$ cat config.mk
export PLATFORM = sky130hd
export DESIGN_NAME = vs2d_calc
export DESIGN_NICKNAME = d
export VERILOG_FILES = /design/src/rtl/core/vs2d_pkg.sv /design/src/rtl/core/vs2d_calc.sv
export SDC_FILE = /design/constraint.sdc
export NUM_CORES = 2
export LEC_CHECK = 0
export ABC_CLOCK_PERIOD_IN_PS = 27700
export BUFFER_PORTS_ARGS = -buffer_cell sky130_fd_sc_hd__buf_2
export CORE_ASPECT_RATIO = 0.5
export CORE_MARGIN = 3
export CORE_UTILIZATION = 40
export CTS_BUF_LIST = sky130_fd_sc_hd__clkbuf_4 sky130_fd_sc_hd__clkbuf_8
export CTS_CLUSTER_DIAMETER = 40
export CTS_CLUSTER_SIZE = 30
export DETAILED_ROUTE_END_ITERATION = 8
export SKIP_LAST_GASP = 1
export SYNTH_ARGS = -nofsm -noshare
export SYNTH_HDL_FRONTEND = slang
export SYNTH_SLANG_ARGS = --single-unit
$ cat constraint.sdc
create_clock -name clk -period 27.7 [get_ports clk]
set_clock_uncertainty 0.2 [all_clocks]
set_input_delay 5.54 -clock clk [delete_from_list [all_inputs] [get_ports clk]]
set_output_delay 5.54 -clock clk [all_outputs]
set_load 0.05 [all_outputs]
$ cat src/rtl/core/vs2d_pkg.sv
// Shared types and constants for the 2-D vorticity stencil.
package vs2d_pkg;

  localparam int MAX_WIDTH   = 1024;
  localparam int ADDR_W      = $clog2(MAX_WIDTH);
  localparam int SAMPLE_W    = 16;
  localparam int COL_W       = 10;
  localparam int ROW_W       = 16;
  localparam int VORT_W      = 32;
  localparam int GW_W        = 11;
  localparam int CFG_DATA_W  = 16;
  localparam int CFG_IDX_W   = 2;
  localparam int WEFF_W      = (ADDR_W + 1 > GW_W) ? ADDR_W + 1 : GW_W;
  localparam int FIFO_DEPTH  = 8;
  localparam int FIFO_PTR_W  = $clog2(FIFO_DEPTH);
  localparam int FIFO_CNT_W  = FIFO_PTR_W + 1;

  typedef enum logic [CFG_IDX_W-1:0] {
    CFG_GRID_WIDTH  = 2'd0,
    CFG_GRID_HEIGHT = 2'd1,
    CFG_INV_TWO_DX  = 2'd2,
    CFG_INV_TWO_DY  = 2'd3
  } cfg_idx_t;

  typedef struct packed {
    logic signed [SAMPLE_W-1:0] u_sample;
    logic signed [SAMPLE_W-1:0] v_sample;
  } in_req_t;

  typedef struct packed {
    logic signed [VORT_W-1:0] vorticity;
    logic [COL_W-1:0]         column;
    logic [ROW_W-1:0]         row;
    logic                     last_of_frame;
  } out_req_t;

  typedef struct packed {
    logic             has_main;
    logic             has_last;
    logic             interior;
    logic             last_col;
    logic [COL_W-1:0] col;
    logic [ROW_W-1:0] row;
  } item_ctl_t;

  typedef struct packed {
    logic     vld_a;
    logic     vld_b;
    out_req_t res_a;
    out_req_t res_b;
  } push_t;

endpackage

$ cat src/rtl/core/vs2d_calc.sv
// Difference, scaling and saturation pipeline producing result requests.
module vs2d_calc (
  input  logic                                 clk,
  input  logic                                 rst_n,
  input  logic                                 in_vld,
  input  vs2d_pkg::item_ctl_t                  in_ctl,
  input  logic signed [vs2d_pkg::SAMPLE_W-1:0] v_here,
  input  logic signed [vs2d_pkg::SAMPLE_W-1:0] v_next,
  input  logic signed [vs2d_pkg::SAMPLE_W-1:0] u_cur,
  input  logic signed [vs2d_pkg::SAMPLE_W-1:0] u_bp,
  input  logic [vs2d_pkg::CFG_DATA_W-1:0]      inv_dx,
  input  logic [vs2d_pkg::CFG_DATA_W-1:0]      inv_dy,
  output vs2d_pkg::push_t                      push
);
  import vs2d_pkg::*;

  localparam int PROD_W = SAMPLE_W + 1 + CFG_DATA_W + 1;
  localparam int DIFF_W = PROD_W + 1;
  localparam logic signed [VORT_W-1:0] VORT_MAX = {1'b0, {(VORT_W-1){1'b1}}};
  localparam logic signed [VORT_W-1:0] VORT_MIN = {1'b1, {(VORT_W-1){1'b0}}};

  logic                       s1_vld_r;
  item_ctl_t                  s1_ctl_r;
  logic signed [SAMPLE_W-1:0] held_r;
  logic signed [SAMPLE_W-1:0] held_nxt;
  logic                       s2_vld_r;
  item_ctl_t                  s2_ctl_r;
  logic signed [PROD_W-1:0]   pdx_r;
  logic signed [PROD_W-1:0]   pdy_r;

  logic signed [SAMPLE_W:0]   dv;
  logic signed [SAMPLE_W:0]   du;
  logic signed [CFG_DATA_W:0] kdx;
  logic signed [CFG_DATA_W:0] kdy;
  logic signed [PROD_W-1:0]   pdx;
  logic signed [PROD_W-1:0]   pdy;
  logic signed [DIFF_W-1:0]   diff;
  logic signed [VORT_W-1:0]   sat;

  assign dv  = (SAMPLE_W+1)'(v_next) - (SAMPLE_W+1)'(held_r);
  assign du  = (SAMPLE_W+1)'(u_cur) - (SAMPLE_W+1)'(u_bp);
  assign kdx = $signed({1'b0, inv_dx});
  assign kdy = $signed({1'b0, inv_dy});
  assign pdx = dv * kdx;
  assign pdy = du * kdy;

  // v of the previous row one column to the left; zero at row start
  assign held_nxt = s1_ctl_r.last_col ? '0 : v_here;

  assign diff = DIFF_W'(pdx_r) - DIFF_W'(pdy_r);

  always_comb begin
    if (diff > DIFF_W'(VORT_MAX)) begin
      sat = VORT_MAX;
    end else if (diff < DIFF_W'(VORT_MIN)) begin
      sat = VORT_MIN;
    end else begin
      sat = diff[VORT_W-1:0];
    end
  end

  always_comb begin
    push.vld_a                 = s2_vld_r && s2_ctl_r.has_main;
    push.vld_b                 = s2_vld_r && s2_ctl_r.has_last;
    push.res_a.vorticity       = s2_ctl_r.interior ? sat : '0;
    push.res_a.column          = s2_ctl_r.col;
    push.res_a.row             = s2_ctl_r.row - ROW_W'(1);
    push.res_a.last_of_frame   = 1'b0;
    push.res_b.vorticity       = '0;
    push.res_b.column          = s2_ctl_r.col;
    push.res_b.row             = s2_ctl_r.row;
    push.res_b.last_of_frame   = s2_ctl_r.last_col;
  end

  always_ff @(posedge clk) begin
    if (in_vld) begin
      s1_ctl_r <= in_ctl;
    end
    if (s1_vld_r) begin
      s2_ctl_r <= s1_ctl_r;
      pdx_r    <= pdx;
      pdy_r    <= pdy;
    end
  end

  always_ff @(posedge clk) begin
    if (!rst_n) begin
      s1_vld_r <= 1'b0;
      s2_vld_r <= 1'b0;
      held_r   <= '0;
    end else begin
      s1_vld_r <= in_vld;
      s2_vld_r <= s1_vld_r;
      if (s1_vld_r) begin
        held_r <= held_nxt;
      end
    end
  end

endmodule

After elaboration in Yosys (flattened, before gate mapping)
Index checks and enable logic that the tools add are counted.

Register bits: 146. Output and inout bits: 120.

Add/subtract/negate cells: 4. Multiply operators: 2. Order comparisons: 2. Mux-type cells: 4. Reduce and logical (&&, ||, !) cells: 2.

Operator list (count): $mux 32 (3); $mul 17x17->34 (2); $gt 35x32->1 const B (1); $lt 35x32->1 const B (1); $sub 34x34->35 (1); $sub 16x16->17 (2); $mux 16 (1); $sub 16x1->16 const B (1); $logic_and 1x1->1 (2).

Longest topological paths before layout
Word-level depth: 5. Gate-level depth with buffers: 37. Mapped depth without buffers: 36.

Worst setup path before layout
No wires, ideal clock.

Path kind: input -> register. Start: input port v_next[0] (netlist bit). End: register pdx_r[33] (data pin). Setup time: 0.266 ns. Arrival: 13.565 ns. Path slack: 13.669 ns. Stages on the path: 35. Path through: inv_1 > ha_1 > inv_1 > fa_1 > a21o_1 > a21oi_1 > o21bai_1 > a21oi_1 > o21ai_0 > a211oi_1 > o21ai_0 > a211oi_1 > mux2_2 > clkbuf_1 > and2_1 > fa_1 > inv_1 > fa_1 > fa_1 > inv_1 > fa_1 > fa_1 > inv_1 > fa_1 > inv_1 > ha_1 > a21o_1 > a221oi_1 > o21ai_0 > o31ai_1 > nor2_1 > o311a_1 > o41ai_2 > mux2i_1 > nand4_1.

Cells in the longest elaborated chain, start to end: 2.

RTL lines: start: declaration (RTL line vs2d_calc.sv:8) `input logic signed [vs2d_pkg::SAMPLE_W-1:0] v_next,`; $sub 16x16->17 (RTL line vs2d_calc.sv:40) `assign dv = (SAMPLE_W+1)'(v_next) - (SAMPLE_W+1)'(held_r);`; $mul 17x17->34 (RTL line vs2d_calc.sv:44) `assign pdx = dv * kdx;`; net pdx[33] (RTL line vs2d_calc.sv:35) `logic signed [PROD_W-1:0] pdx;`; end signal: assignment (RTL line vs2d_calc.sv:81) `pdx_r <= pdx;`; end: declaration (RTL line vs2d_calc.sv:28) `logic signed [PROD_W-1:0] pdx_r;`.

The timed path passes the listed nets, and every way through them passes these cells. A chain may end at the register's enable or synchronous reset.

Final worst setup path
Same ends and word-level chain as after synthesis.

==> impl_metrics.tcl <==
set metrics [dict create \
    slew_headroom 0.256 \
    min_from "s1_ctl_r[12]" \
    die_area_um2 78300 \
    cp_common_cell "fa_1" \
    grt_util_all_layers 0.177 \
    clk_pin_slew_ps 90 \
    async_flop_share 0 \
    hold_viol_final 0 \
    routed_wl_mm 67.2 \
    setup_viol 0 \
    worstPathMaxFanout 22 \
    status "finished, final reports clean" \
    synth-seq-cells 146 \
    path_delay_family "adder cells" \
    rsz0062_at_grt "false" \
    grt_pass1_vias 21734 \
    area_growth_syn_to_layout_pct 7.21 \
    grt_pass1_wl_mm 112 \
    seq_area_frac_synth 0.141 \
    cts_resized 0 \
    htreeDepth 4 \
    hp-class "reg2reg" \
    root_buffer "clkbuf_8" \
    cts_setup_buffers 0 \
    dp_cells 4316 \
    globalplace.congestion 0.858 \
    die_h_um 199 \
    fin_cells 4351 \
    drcViolationCount 0 \
    cp_num_buf_inv 7 \
    post_drt_via_cell_ratio 4.78 \
    drv_slew 0 \
    r2r-end "pdx_r[33]" \
    initial_utilization 0.407 \
    wl_per_cell_um 15.4 \
    grt_max_degree 77 \
    syn_area_um2 29900 \
    fmax_ghz 0.0689 \
    crit_type "in2reg" \
    ctsHoldBuffers 0 \
    die_w_um 393 \
    crit_path_top_delay_cell "fa_1" \
    r2r_cells 33 \
    overflow 0 \
    fin_nets 4288 \
    cp-start-kind "primary input" \
    yosysWarnings 0 \
    cts_tree "built" \
    rows 70 \
    crit_path_start "v_next[0]" \
    cts_sinks 146 \
    r2r_start "held_r[0]" \
    cp-end-kind "flop" \
    cp.depth 35 \
    yosysUniqueCellTypes 73 \
    drive_gt1_frac 0.0895 \
    worst_path_largest_cell_delay_ps 520 \
    drtAntennaViolNets 0 \
    crit_end "pdx_r[33]" \
    synth_ff_type "edfxtp_1" \
    coreArea_um2 73600 \
    clock_latency_ps 480 \
    worst_pin_slew_ps 1110 \
    postSynthAreaPerCell_um2 9.22 \
    worst_ep_required_time_ps 27730 \
    fin_crit_ps 14510 \
    r2r_slack_ps 18060 \
    dr.pass1.iters 5 \
    tns_ps 0 \
    fin_crit_sh 0.524 \
    via_count 20801 \
    antenna_found_initial 3 \
    clk_path_buf_depth 2 \
    arrival_ps 14530 \
    drt_iter0_markers 998 \
    max-cap-violations 0 \
    ios 249 \
    port_buffers 215 \
    synth-edff-count 128 \
    dp.final_hpwl_mm 56.4 \
    cts_inserted_buffers 17 \
    synth_cells 3243 \
]
[area by class of cell]
class / count / area (µm²)
flip-flops and latches: 146 / 4210
well taps: 972 / 1220
multi-input cells: 2189 / 22100
diodes: 3 / 7.51
fillers: 7246 / 41500
inverters: 770 / 2890
clock buffers: 18 / 241
repair buffers: 239 / 1260
clock inverters: 14 / 178
[cells by family after synthesis]
| logic type | synth area share |
|---|---|
| adder cells (fa/ha/maj) | 0.472 |
| AND/OR/NAND/NOR | 0.141 |
| multiplexers | 0.000711 |
| AO/OA/AOI/OAI | 0.0747 |
| other | 0.000125 |
| buffers and inverters | 0.127 |
| flip-flops | 0.141 |
| XOR/XNOR | 0.0439 |
[registers in the layout, indices dropped and copies added (netlist names)]
register  count
s2_vld_r      1
push         27
s2_ctl_r      3
s1_vld_r      1
pdy_r        34
s1_ctl_r     30
held_r       16
pdx_r        34
[routing by layer]
layer / track usage / vias to the layer above / routed length, µm
met5: 0 / - / 13
met4: 0.0318 / 2 / 957
met3: 0.0238 / 58 / 3020
met2: 0.285 / 422 / 30500
met1: 0.257 / 10335 / 32700
li1: - / 9984 / -
[worst min-delay path by stage]
stage | to | slack (ps) | depth (start not counted)
after floorplan | push[10] | 200 | 0
after global placement | push[24] | 200 | 0
after detailed placement | push[26] | 200 | 0
after CTS | push[13] | 220 | 0
after global routing | push[13] | 230 | 0
final | push[13] | 210 | 0
[stage by stage]
stage          cell area [µm²]  hold WS, ps  setup WS (ps)  utilization
6_report                 32100          213          13190        0.436
4_1_cts                  32100          215          13160        0.436
5_1_grt                  32100          229          12560        0.436
2_1_floorplan            30000          200          13670            -
3_5_place_dp             31600          205          12710        0.430
3_3_place_gp             31600          200          12800        0.430
[cells in the mapped netlist (12+ instances only)]
cell type	count	area share
nor3_1	17	0.0028
a21oi_1	86	0.014
and2_1	243	0.051
nor2b_1	60	0.013
o21ai_1	12	0.0020
nand2b_1	25	0.0052
ha_1	248	0.10
edfxtp_1	128	0.13
xnor2_1	110	0.032
a211oi_1	13	0.0033
o21ai_0	84	0.014
buf_4	72	0.018
nor2_1	78	0.0098
o21bai_1	12	0.0030
o21a_1	15	0.0038
fa_1	548	0.37
inv_1	770	0.097
dfxtp_1	18	0.012
a31oi_1	12	0.0025
nand2_1	362	0.045
clkbuf_1	91	0.011
a21o_1	49	0.012
xor2_1	40	0.012
nand3_1	29	0.0049
[worst register-to-register path: cells and delay by family, from the launching register on]
kind | cells | cell delay, ps
buffers and inverters | 5 | 310
multiplexers | 2 | 690
flip-flops | 1 | 340
adder cells (fa/ha/maj) | 9 | 3760
AO/OA/AOI/OAI | 13 | 3310
AND/OR/NAND/NOR | 4 | 800
[layout by cell type (no fill, tap or decap), drive strengths merged, types with 14 or more instances in the layout]
cell	count
xnor2	110
fa	548
inv	774
nor2	78
and2	243
nand2	362
xor2	40
a21o	49
o21ai	97
buf	239
ha	248
dfxtp	18
edfxtp	128
nor3	18
a21oi	87
clkbuf	18
nor2b	60
conb	33
nand2b	25
a211oi	14
o21a	15
nand3	29
Power is not shown: default switching activity piles up to over one toggle a cycle in this logic, so the estimate is an artifact.
